===== config.mk =====
export PLATFORM = sky130hd
export DESIGN_NAME = wknn_itu
export DESIGN_NICKNAME = d
export VERILOG_FILES = /design/src/rtl/wknn_pkg.sv /design/src/rtl/wknn_itu.sv
export SDC_FILE = /design/constraint.sdc
export NUM_CORES = 1
export LEC_CHECK = 0
export ABC_AREA = 1
export CORE_MARGIN = 2
export CORE_UTILIZATION = 55
export DETAILED_ROUTE_END_ITERATION = 7
export DONT_BUFFER_PORTS = 1
export MAX_ROUTING_LAYER = met4
export PLACE_DENSITY = 0.67
export SYNTH_ARGS = -nofsm -noshare
export SYNTH_HDL_FRONTEND = slang
export SYNTH_SLANG_ARGS = --single-unit

===== constraint.sdc =====
create_clock -name clk -period 3.5 [get_ports clk]
set_input_delay 0.525 -clock clk [delete_from_list [all_inputs] [get_ports clk]]
set_output_delay 0.525 -clock clk [all_outputs]
set_load 0.01 [all_outputs]

===== src/rtl/wknn_pkg.sv =====
package wknn_pkg;
	localparam int FEAT_W = 16;
	localparam int DIST_W = 24;
	localparam int WGT_W = 33;
	localparam int HIST_DEPTH = 256;
	localparam int K_MAX = 16;
	localparam logic [DIST_W-1:0] DIST_MAX = {DIST_W{1'b1}};
	localparam logic [9:0] EPS_Q816 = 10'd655;
	// Reciprocal of 100 scaled by 2^37, exact for any 32-bit dividend.
	localparam logic [31:0] DIV100_MAGIC = 32'h51EB851F;
	localparam logic [1:0] REQ_CLEAR = 2'd0;
	localparam logic [1:0] REQ_APPEND = 2'd1;
	localparam logic [1:0] REQ_QUERY = 2'd2;
	localparam logic [1:0] ST_DONE = 2'd0;
	localparam logic [1:0] ST_EMPTY = 2'd1;
	localparam logic [1:0] ST_FULL = 2'd2;
	localparam logic [4:0] NEIGHBOR_RESET = 5'd5;

	typedef struct packed {
		logic [1:0] req_type;
		logic [15:0] feat_avg;
		logic [15:0] feat_spread;
		logic signed [15:0] feat_trend;
		logic [15:0] feat_minutes;
		logic [15:0] outcome;
	} req_t;

	typedef struct packed {
		logic [15:0] prediction;
		logic [1:0] status;
		logic [8:0] stored_count;
	} rsp_t;

	// Control between sequencer and the iterative unit.
	typedef struct packed {
		logic start;
		logic is_div;
	} itu_ctl_t;

	typedef struct packed {
		logic busy;
		logic done;
	} itu_sts_t;
endpackage


===== src/rtl/wknn_itu.sv =====
module wknn_itu (
	input logic clk,
	input logic arst_n,
	input wknn_pkg::itu_ctl_t ctl,
	input logic [63:0] op_a,
	input logic [32:0] op_b,
	output wknn_pkg::itu_sts_t sts,
	output logic [63:0] result
);
	logic [6:0] cnt_q;
	logic busy_q;
	logic done_q;
	logic is_div_q;
	logic [63:0] num_q;
	logic [32:0] den_q;
	logic [65:0] rem_q;
	logic [63:0] res_q;
	logic [65:0] rem_sh;
	logic [65:0] trial;
	logic ok;

	always_comb begin
		if (is_div_q) begin
			rem_sh = {rem_q[64:0], num_q[63]};
			trial = {33'd0, den_q};
		end else begin
			rem_sh = {rem_q[63:0], num_q[63:62]};
			trial = {res_q[63:0], 2'b01};
		end
		ok = rem_sh >= trial;
	end

	always_ff @(posedge clk or negedge arst_n) begin
		if (!arst_n) begin
			busy_q <= 1'b0;
			done_q <= 1'b0;
			cnt_q <= '0;
		end else begin
			done_q <= 1'b0;
			if (ctl.start) begin
				busy_q <= 1'b1;
				cnt_q <= ctl.is_div ? 7'd64 : 7'd32;
			end else if (busy_q) begin
				cnt_q <= cnt_q - 7'd1;
				if (cnt_q == 7'd1) begin
					busy_q <= 1'b0;
					done_q <= 1'b1;
				end
			end
		end
	end

	always_ff @(posedge clk) begin
		if (ctl.start) begin
			is_div_q <= ctl.is_div;
			num_q <= op_a;
			den_q <= op_b;
			rem_q <= '0;
			res_q <= '0;
		end else if (busy_q) begin
			num_q <= is_div_q ? {num_q[62:0], 1'b0} : {num_q[61:0], 2'b00};
			rem_q <= ok ? rem_sh - trial : rem_sh;
			res_q <= {res_q[62:0], ok};
		end
	end

	assign sts.busy = busy_q;
	assign sts.done = done_q;
	assign result = res_q;
endmodule


Word-level counts from Yosys, hierarchy flattened
Index checks and enable logic that the tools add are counted.
{ "totals": {"mem_bits_ro": 0, "ff_bits": 236, "memories": 0, "ram_bits": 0, "latchBits": 0} }
{ "op_classes": {"multipliers": 0, "eq_ne": 1, "bitwise": 0, "reduce_logical": 1, "n_lt_le_gt_ge": 1, "n_mux": 15, "addsub": 2, "shifts": 0, "div": 0} }
{ "ops": {"columns": ["op", "count"], "rows": [
  ["64-bit two-way mux", 3],
  ["66-bit two-way mux", 2],
  ["66-bit >= comparator", 1],
  ["65-bit two-way mux", 1],
  ["65-bit subtractor", 1],
  ["7-bit two-way mux", 3],
  ["7-bit by 1-bit equality test with 1-bit output, second input constant", 1],
  ["7-bit by 1-bit subtractor with 7-bit output, second input constant", 1],
  ["1-bit two-way mux", 6],
  ["2-bit nonzero test", 1]
]} }

Logic depth before layout (Yosys ltp)
Gate-level depths: netlist of run 1.
{ "depth": {"depth_word": 4, "ltp_mapped": 23, "depth_no_buf": 20} }

Least setup slack after synthesis of run 1
Ideal clock, no wire load.
{ "synth_timing": {"kind": "input port to flip-flop", "startpoint": "input ctl[1] in the netlist's numbering", "endpoint": "register num_q[0] (enable)", "t_arrival_ps": 2903, "cell_stages": 4, "t_required_ps": 3046, "path_buffers": 2, "setup_slack_ps": 143, "path_cell_list": "clkbuf_1 nor2_1 inv_1 clkbuf_1"} }
{ "synth_via": {"elab_chain_cells": 1} }
{ "synth_lines": {"columns": ["element", "line", "rtl"], "rows": [
  ["start: declaration", "wknn_itu.sv:4", "input wknn_pkg::itu_ctl_t ctl,"],
  ["2-bit nonzero test (no source line)", null, null],
  ["end signal: assignment", "wknn_itu.sv:56", "num_q <= op_a;"],
  ["end signal: assignment", "wknn_itu.sv:61", "num_q <= is_div_q ? {num_q[62:0], 1'b0} : {num_q[61:0], 2'b00};"],
  ["end: declaration", "wknn_itu.sv:14", "logic [63:0] num_q;"]
]} }
Every way passes these cells.
A chain may end at the register's enable or synchronous reset.

Worst setup path after layout of run 1
{ "layout_timing": {"startpoint": "register is_div_q", "endpoint": "register rem_q[57]"} }
{ "layout_via": {"elab_chain_cells": 3, "word_cells_on_any_way": 5} }
{ "layout_lines": {"columns": ["element", "line", "rtl"], "rows": [
  ["start: declaration", "wknn_itu.sv:13", "logic is_div_q;"],
  ["start signal: assignment", "wknn_itu.sv:55", "is_div_q <= ctl.is_div;"],
  ["66-bit two-way mux", "wknn_itu.sv:23", "if (is_div_q) begin"],
  ["65-bit subtractor / 66-bit >= comparator (equally long branches)", "wknn_itu.sv:62, wknn_itu.sv:30", null],
  ["65-bit two-way mux *", "wknn_itu.sv:62", "rem_q <= ok ? rem_sh - trial : rem_sh;"],
  ["end signal: assignment", "wknn_itu.sv:62", null],
  ["end: declaration", "wknn_itu.sv:16", "logic [65:0] rem_q;"]
]} }
Every way passes the cells marked *; elsewhere a longest branch is shown, timed or not.

==> run_results.csv, run 1 <==
group,metric,value,unit
route,drt_iter0_drc,1196,
synthesis,synth_compound_area_frac,0.0993,
clock_network,clock_latency,0.58,ns
timing,setup_viol,0,
global_routing,antenna_found_initial,1,
place,dp_slack,0.0785,ns
route,drc_errors,0,
clock_network,cts_tree,"built",
synthesis,synthMuxAreaShare,0,
timing,max_freq,0.299,GHz
setup_path,cp_max_fo,48,
cells_and_area,drive_gt1_frac,0.0615,
hold_path,hp-class,"in2reg",
timing,tightest_slew,1.05,ns
clock_network,clockBufferDepth,3,
global_routing,grt_overflow,0,
synthesis,synth_fa_ha_area_frac,0.0515,
status,outcome,"finished clean",
timing,hold_viol,0,
floorplan,die_w,179,um
floorplan,core-area,0.0304,sq mm
synthesis,synth_nets,2827,
floorplan,die_h,179,um
global_routing,grt_usage,0.337,
synthesis,synthFlopType,"dfxtp_1",
route,wirelength,53.0,mm
place,port_buffers,0,
cells_and_area,layout_common_cells,"1,029 x nand2_1, 409 x inv_1, 173 x a21oi_1",
timing,finalCritPeriodShare,0.955,
floorplan,io_pins,167,
route,num_vias,16500,
timing,drv_slew,0,
synthesis,synth_top_family_by_area,"simple AND/OR/NAND/NOR gates",
synthesis,synth_edf_count,98,
clock_network,cts_buffers,26,
setup_path,cp.arrival,3.79,ns
floorplan,initial_core_util,0.555,
setup_path,crit_type,"reg2reg",
synthesis,synthArstFlopShare,0.0381,
synthesis,synthXorXnorAreaFrac,0.0171,
place,place_inst,2980,
global_routing,grt_pass1_wl,81.7,mm
synthesis,syn_area,0.0169,sq mm
timing,fin_crit,3.34,ns
synthesis,synth-seq-cells,236,
global_routing,grt_max_degree,106,
synthesis,yosysUniqueCellTypes,48,
floorplan,num_rows,64,
route,viasPerCell,5.44,
timing,relSlewSlack,0.298,
timing,rsz0062_at_grt,"no",
pwr,vdd_drop_max,0.508,mV
route,wire_per_inst,17.5,um
cells_and_area,area.growth.synth_to_final,8.44,%
place,dp_hpwl,40.8,mm
place,gp_congestion,1.05,
pwr,power_density,837,mW/mm^2
setup_path,required,3.94,ns
place,dpl_cell_area,0.0173,sq mm
setup_path,critical_path.endpoint_type,"flip-flop",
synthesis,synthSimpleGateAreaFrac,0.370,
setup_path,cp-start-kind,"flip-flop",
timing,setup-tns-final,0,ns
clock_network,clkTransAtPathRegs,0.06,ns
synthesis,yosysSeqAreaShare,0.340,
timing,fin_ws,0.156,ns
cells_and_area,fin_area,0.0183,sq mm
global_routing,grt_pass1_vias,15300,
flow_run,drv_cap,0,
synthesis,postSynthCellCount,2657,
clock_network,cts_max_level,1,
cells_and_area,n_fill_cell,3018,
cells_and_area,mostFrequentLayoutCell,"nand2_1",
clock_network,cts-root-buf,"clkbuf_16",
route,dr.pass1.iters,6,
synthesis,syn_area_per_cell,6.36,sq um
clock_network,clkSinkCount,236,
pwr,p_leak,9.35,nW
route,drtAntennaViolNets,0,
cells_and_area,fin_nets,2785,
timing,holdWs,0.0567,ns
timing,final.setup_skew,0.0289,ns
synthesis,yosysWarnings,0,
cells_and_area,finalNonFillerCells,3033,
floorplan,die_area,0.0321,sq mm
-- logic make-up after synthesis --
kind of cell,after synthesis
AO/OA/AOI/OAI,311
flip-flops,236
AND/OR/NAND/NOR,1479
XOR/XNOR,33
buffers and inverters,529
adder cells (fa/ha/maj),69
-- flip-flops by register name, indices dropped and copies added, names as in the netlist --
register  count
cnt_q         7
done_q        1
num_q        64
result       64
busy_q        1
is_div_q      1
rem_q        65
den_q        33
-- stage by stage --
stage | utilization | total power, mW
after floorplan | - | 9.76
after global placement | 0.569 | 12.2
after detailed placement | 0.569 | 12.2
after CTS | 0.600 | 15.2
after global routing | 0.602 | 16.5
final | 0.602 | 15.3
-- critical path, stage by stage, from the launching register on --
cell and delay, ns:
edfxtp_1 0.43, bufinv_16 0.31, buf_12 0.18, o21ai_0 0.12
ha_1 0.38, nand2_1 0.11, nor2_1 0.39, nand3_1 0.12
nand3_1 0.25, nand2_1 0.10, nand3_1 0.23, nand2_1 0.15
nand3_1 0.11, nand2_1 0.13, nand3_1 0.10, nand3_1 0.07
-- timing repair --
item / 4_1_cts / 5_1_grt
resized for setup: 0 / 19
buffers inserted: 0 / 2
hold buffers: 1 / 0
hold endpoints to repair: 9 / 0
setup endpoints to repair: 0 / 66
-- final timing paths --
kind / start / end / slack (ns) / cells past startpoint
worst max-delay path: is_div_q / rem_q[57] / 0.16 / 15
worst min-delay path: op_b[18] / den_q[18] / 0.06 / 0
worst max register to register: is_div_q / rem_q[57] / 0.16 / 15
worst min register to register: rem_q[6] / rem_q[6] / 0.48 / 2
max in group asynchronous: arst_n / cnt_q[2] / 2.86 / 1
min in group asynchronous: arst_n / done_q / 0.34 / 1
-- area by class of cell --
class,count,area [sq um],area share
diodes,2,5.00,0.000273
multi-input cells,1892,9140,0.499
flip-flops and latches,236,5750,0.314
inverters,423,1620,0.0882
well taps,396,495,0.0270
repair buffers,36,397,0.0216
clock buffers,40,774,0.0423
clock inverters,8,148,0.00806
-- routing by layer --
layer / vias to the layer above / global-route usage / share of wire
met1: 7496 / 0.442 / 0.44
li1: 8311 / - / -
met5: - / - / 0
met2: 591 / 0.505 / 0.43
met4: 0 / 0.113 / 0.036
met3: 100 / 0.0876 / 0.091
-- where the power goes --
group	switching [mW]	internal, mW
clock network	1.20	1.76
logic	6.04	2.72
registers	0.284	3.34
total	7.52	7.82
-- synth_stat cells, drive strengths merged (2+ instances only) --
cell,n,area (sq um)
dfxtp,129,2580
xor2,32,280
clkinv,3,11.3
o21ai,61,305
nor4,3,25.0
o22ai,63,394
or2,2,12.5
inv,420,1580
buf,28,171
o21bai,9,67.6
nor2,179,764
nand3b,12,90.1
clkbuf,78,293
nand2,1055,4030
ha,68,851
edfxtp,98,2940
nand3,122,671
a31oi,2,12.5
nor3,17,101
nand4,83,519
dfrtp,9,225
and2,3,22.5
a21oi,175,891
Power figures use the tool's default switching activity.
==> inputs of run 2 (changes only) <==
CELL_PAD_IN_SITES_DETAIL_PLACEMENT = 1   (was not set)
CELL_PAD_IN_SITES_GLOBAL_PLACEMENT = 2   (was not set)
CORE_MARGIN = 3   (was 2)
CORE_UTILIZATION = 35   (was 55)
PLACE_DENSITY = 0.77   (was 0.67)
==> run_results.csv, run 2 (synthesis results as in run 1) <==
group,metric,value,unit
timing,fin_ws,0.113,ns
clock_network,cts-root-buf,"clkbuf_16",
global_routing,grt_max_degree,106,
setup_path,path_cells,"buf_4 -> clkinv_2 -> buf_6 -> nand2_1 -> nand2_1 -> ha_1 -> nand2_1 -> nor2_2 -> and2_4 -> nand2_4 -> nor2_4 -> nand2_1 -> nand3_2 -> nor2_4 -> a21oi_4 -> buf_12 -> clkbuf_16 -> o21bai_1",
cells_and_area,mostFrequentLayoutCell,"nand2_1",
clock_network,cts_max_level,1,
clock_network,clock_latency,0.61,ns
pwr,power_density,868,mW/mm^2
route,num_vias,17300,
setup_path,reg2reg_from,"is_div_q",
timing,fin_crit,3.39,ns
place,dp_slack,-0.0590,ns
route,drt_iter0_drc,1154,
route,m1WireLength,32.0,mm
place,port_buffers,0,
flow_run,drv_cap,0,
floorplan,die_w,226,um
cells_and_area,finalNonFillerCells,3319,
pwr,vdd_drop_max,0.498,mV
route,drtAntennaViolNets,0,
setup_path,startpoint,"is_div_q",
global_routing,grt_usage,0.268,
place,place_inst,3209,
floorplan,core-area,0.0471,sq mm
cells_and_area,area.growth.synth_to_final,15.9,%
cells_and_area,top_register,"rem_q",
global_routing,antenna_found_initial,0,
route,dr.pass1.iters,5,
timing,tightest_slew,1.05,ns
cells_and_area,drive_gt1_frac,0.0830,
timing,final.setup_skew,0.0220,ns
timing,setup-tns-final,0,ns
route,met2WireLength,31.1,mm
timing,finalCritPeriodShare,0.968,
place,dp_hpwl,51.2,mm
hold_path,min_from,"ctl[1]",
setup_path,max_stage_delay,0.42,ns
route,met3_length,4.07,mm
clock_network,cts_buffers,30,
setup_path,cp_max_fo,19,
hold_path,hp-class,"in2reg",
route,viasPerCell,5.20,
cells_and_area,largest_reg_flops,65,
floorplan,initial_core_util,0.358,
floorplan,io_pins,167,
timing,setup_viol,0,
cells_and_area,num_antenna_cells,0,
floorplan,die_area,0.0510,sq mm
timing,drv_slew,0,
global_routing,grt_pass1_vias,17700,
pwr,p_leak,9.84,nW
setup_path,critical_path.endpoint_type,"flip-flop",
clock_network,clkTransAtPathRegs,0.06,ns
floorplan,die_h,226,um
setup_path,cp.arrival,3.85,ns
place,gp_congestion,0.949,
timing,relSlewSlack,0.300,
timing,hold_viol,0,
global_routing,grt_pass1_wl,103,mm
cells_and_area,layout_common_cells,"1,020 x nand2_1, 409 x inv_1, 172 x a21oi_1",
status,outcome,"finished clean",
setup_path,required,3.96,ns
route,wire_per_inst,20.8,um
route,dr.max_layer_used,"met4",
setup_path,critical_path.top_delay_family,"simple AND/OR/NAND/NOR gates",
global_routing,grt_overflow,0,
clock_network,clockBufferDepth,3,
clock_network,clkSinkCount,236,
route,drc_errors,0,
setup_path,cp_common_cell,"nand2_1",
setup_path,critical_path_buf_inv_count,5,
cells_and_area,fin_nets,2858,
setup_path,crit_type,"reg2reg",
setup_path,slowest_stage,"edfxtp_1",
setup_path,cp-start-kind,"flip-flop",
clock_network,cts_tree,"built",
cells_and_area,n_fill_cell,6113,
timing,max_freq,0.295,GHz
route,wirelength,68.9,mm
setup_path,rrSetupSlack,0.11,ns
floorplan,num_rows,79,
timing,holdWs,0.0527,ns
## run 2: cell count changes in the layout (fill, tap and decap cells not counted), moves of 3 or more
cell           change
clkinv_2           +5
nor2_2             +5
o21ai_0            -9
clkbuf_8           +3
nand2_1            -9
buf_4             +20
nor2_1             -6
clkbuf_1           -4
nand2_2            +8
buf_6              +6
clkbuf_16          +9
o21ai_1            +7
dlygate4sd3_1     +36
## run 2: per-stage QoR
step            util  cell area [sq um]  power, mW
6_report       0.415              19600       17.0
5_1_grt        0.415              19600       18.3
4_1_cts        0.409              19300       16.5
3_5_place_dp   0.376              17700       12.8
3_3_place_gp   0.376              17700       12.7
2_1_floorplan      -              16900       9.76
## run 2: final cells by class
class / count / area (sq um) / area share
multi-input combinational: 1892 / 9210 / 0.470
tap: 607 / 759 / 0.0388
sequential: 236 / 5750 / 0.294
inverter: 423 / 1600 / 0.0815
clock inverter: 12 / 214 / 0.0109
timing repair buffer: 104 / 1130 / 0.0576
clock buffer: 44 / 926 / 0.0473
timing repair inverter: 1 / 5.00 / 0.000256
## run 2: final timing paths
kind,end,cells past startpoint
worst max-delay path,result[0],18
worst min-delay path,is_div_q,0
worst max register to register,result[0],18
worst min register to register,rem_q[64],2
max in group asynchronous,done_q,1
min in group asynchronous,cnt_q[4],1
## run 2: timing repair
action	CTS	global route
pin swaps	0	9
buffers inserted	2	9
gates cloned	1	7
gates resized for setup	1	48
setup endpoints to repair	6	62
endpoints found under the hold margin	44	4
hold buffers	36	1
## run 2: routing by layer
layer	GRT usage	up-vias
li1	-	8461
met1	0.364	8347
met2	0.418	386
met3	0.0467	80
met4	0.0619	0
met5	-	-
## run 2: report_power, final
group	internal, mW	switching [mW]
clock	2.20	1.34
combinational	3.09	6.74
sequential	3.34	0.291
total	8.64	8.36
==> inputs of run 3 (changes only) <==
SETUP_SLACK_MARGIN = 0.5   (was not set)
==> run_results.csv, run 3 (synthesis results as in run 1) <==
group,metric,value,unit
route,viasPerCell,5.40,
timing,rsz0062_at_grt,"yes",
global_routing,antenna_found_initial,0,
place,dp_hpwl,51.4,mm
place,gp_congestion,0.953,
global_routing,grt_pass1_wl,107,mm
pwr,vdd_drop_max,0.453,mV
setup_path,cp.arrival,3.64,ns
route,wirelength,80.5,mm
global_routing,grt_usage,0.282,
setup_path,required,3.99,ns
floorplan,io_pins,167,
route,drc_errors,0,
route,wire_per_inst,23.3,um
cells_and_area,mostFrequentLayoutCell,"nand2_1",
floorplan,num_rows,79,
hold_path,hp-class,"in2reg",
timing,final.setup_skew,0.0123,ns
clock_network,cts-root-buf,"clkbuf_16",
global_routing,grt_max_degree,106,
setup_path,reg2reg_from,"is_div_q",
clock_network,clkSinkCount,236,
timing,setup_viol,0,
status,outcome,"finished clean",
route,met3_length,5.31,mm
clock_network,clock_latency,0.61,ns
route,drtAntennaViolNets,0,
setup_path,crit_type,"reg2reg",
timing,finalCritPeriodShare,0.900,
timing,max_freq,0.317,GHz
route,drt_iter0_drc,1332,
floorplan,die_h,226,um
pwr,p_leak,11.1,nW
setup_path,critical_path.endpoint_type,"flip-flop",
cells_and_area,drive_gt1_frac,0.258,
route,dr.pass1.iters,5,
timing,drv_slew,0,
global_routing,grt_overflow,0,
clock_network,cts_tree,"built",
flow_run,drv_cap,0,
cells_and_area,fin_util,0.499,
cells_and_area,largest_reg_flops,65,
route,met2WireLength,36.7,mm
place,dp_slack,-0.131,ns
place,dpl_cell_area,0.0176,sq mm
timing,tightest_slew,1.18,ns
pwr,p_total,20.4,mW
setup_path,cp_max_fo,8,
floorplan,die_w,226,um
cells_and_area,layout_common_cells,"835 x nand2_1, 398 x inv_1, 170 x nand2_2",
cells_and_area,area.growth.synth_to_final,39.3,%
hold_path,min_from,"ctl[1]",
global_routing,grt_pass1_vias,18100,
setup_path,cp-start-kind,"flip-flop",
setup_path,rrSetupSlack,0.35,ns
floorplan,die_area,0.0510,sq mm
clock_network,clockBufferDepth,3,
timing,relSlewSlack,0.216,
floorplan,core-area,0.0471,sq mm
place,place_inst,3199,
timing,holdWs,0.0368,ns
floorplan,initial_core_util,0.358,
cells_and_area,fin_nets,2989,
timing,hold_viol,0,
clock_network,cts_buffers,30,
cells_and_area,top_register,"rem_q",
place,port_buffers,0,
route,m1WireLength,35.5,mm
clock_network,cts_max_level,1,
cells_and_area,num_antenna_cells,0,
clock_network,clkTransAtPathRegs,0.06,ns
route,dr.max_layer_used,"met4",
timing,fin_ws,0.349,ns
setup_path,startpoint,"is_div_q",
cells_and_area,fin_area,0.0235,sq mm
cells_and_area,finalNonFillerCells,3450,
route,num_vias,18600,
timing,setup-tns-final,0,ns
pwr,power_density,866,mW/mm^2
timing,fin_crit,3.15,ns
## run 3: changes by cell type in the layout (fill, tap and decap cells not counted), sizes merged
cell         before  now
clkbuf           48   59
inv             420  421
dlygate4sd3      37   36
clkinv           11   17
buf              63  178
bufbuf            0    1
bufinv            5    2
clkinvlp          0    1
## run 3: path summary, 6_finish.rpt
path	cells past startpoint	to
max in group asynchronous	1	cnt_q[3]
hold / removal	0	den_q[29]
setup reg to reg	19	rem_q[56]
min in group asynchronous	1	cnt_q[0]
hold reg to reg	2	rem_q[64]
setup / recovery	19	rem_q[56]
## run 3: area by class of cell
| cell class | instances | area [sq um] |
|---|---|---|
| fill | 5797 | 23600 |
| multi-input combinational | 1892 | 11600 |
| sequential | 236 | 5750 |
| timing repair buffer | 236 | 2810 |
| inverter | 423 | 1600 |
| clock buffer | 38 | 821 |
| tap | 607 | 759 |
| clock inverter | 18 | 179 |
## run 3: routing by layer
layer | vias up | global-route usage
met4 | 0 | 0.0693
met3 | 160 | 0.0556
met5 | - | -
li1 | 8741 | -
met1 | 9202 | 0.377
met2 | 538 | 0.439
## run 3: critical path, cell delays in order (launching register included)
cell,delay (ns)
edfxtp_1,0.43
clkinv_4,0.15
buf_6,0.17
buf_16,0.14
or2_4,0.24
ha_4,0.18
fa_2,0.38
inv_2,0.09
nand3_2,0.09
nand3_4,0.09
nand2_2,0.05
nand2_2,0.10
nand2_1,0.08
nand3b_1,0.27
buf_4,0.19
nand3_4,0.06
nand3_2,0.06
nand2_1,0.07
nand2_1,0.10
nand3_1,0.08
## run 3: timing repair
action                                 in CTS  in global routing
buffers inserted                           29                 94
gates cloned                                8                 28
gates resized for setup                   193                461
endpoints found under the hold margin      44                  0
pin swaps                                  33                132
hold buffers                               36                  0
setup endpoints to repair                  66                 66
## run 3: power by group
group          switching, mW  leakage (nW)  internal, mW  total [mW]
clock network           1.36         0.492          1.81        3.17
logic                   8.48          8.40          5.06        13.5
registers              0.326          2.16          3.34        3.67
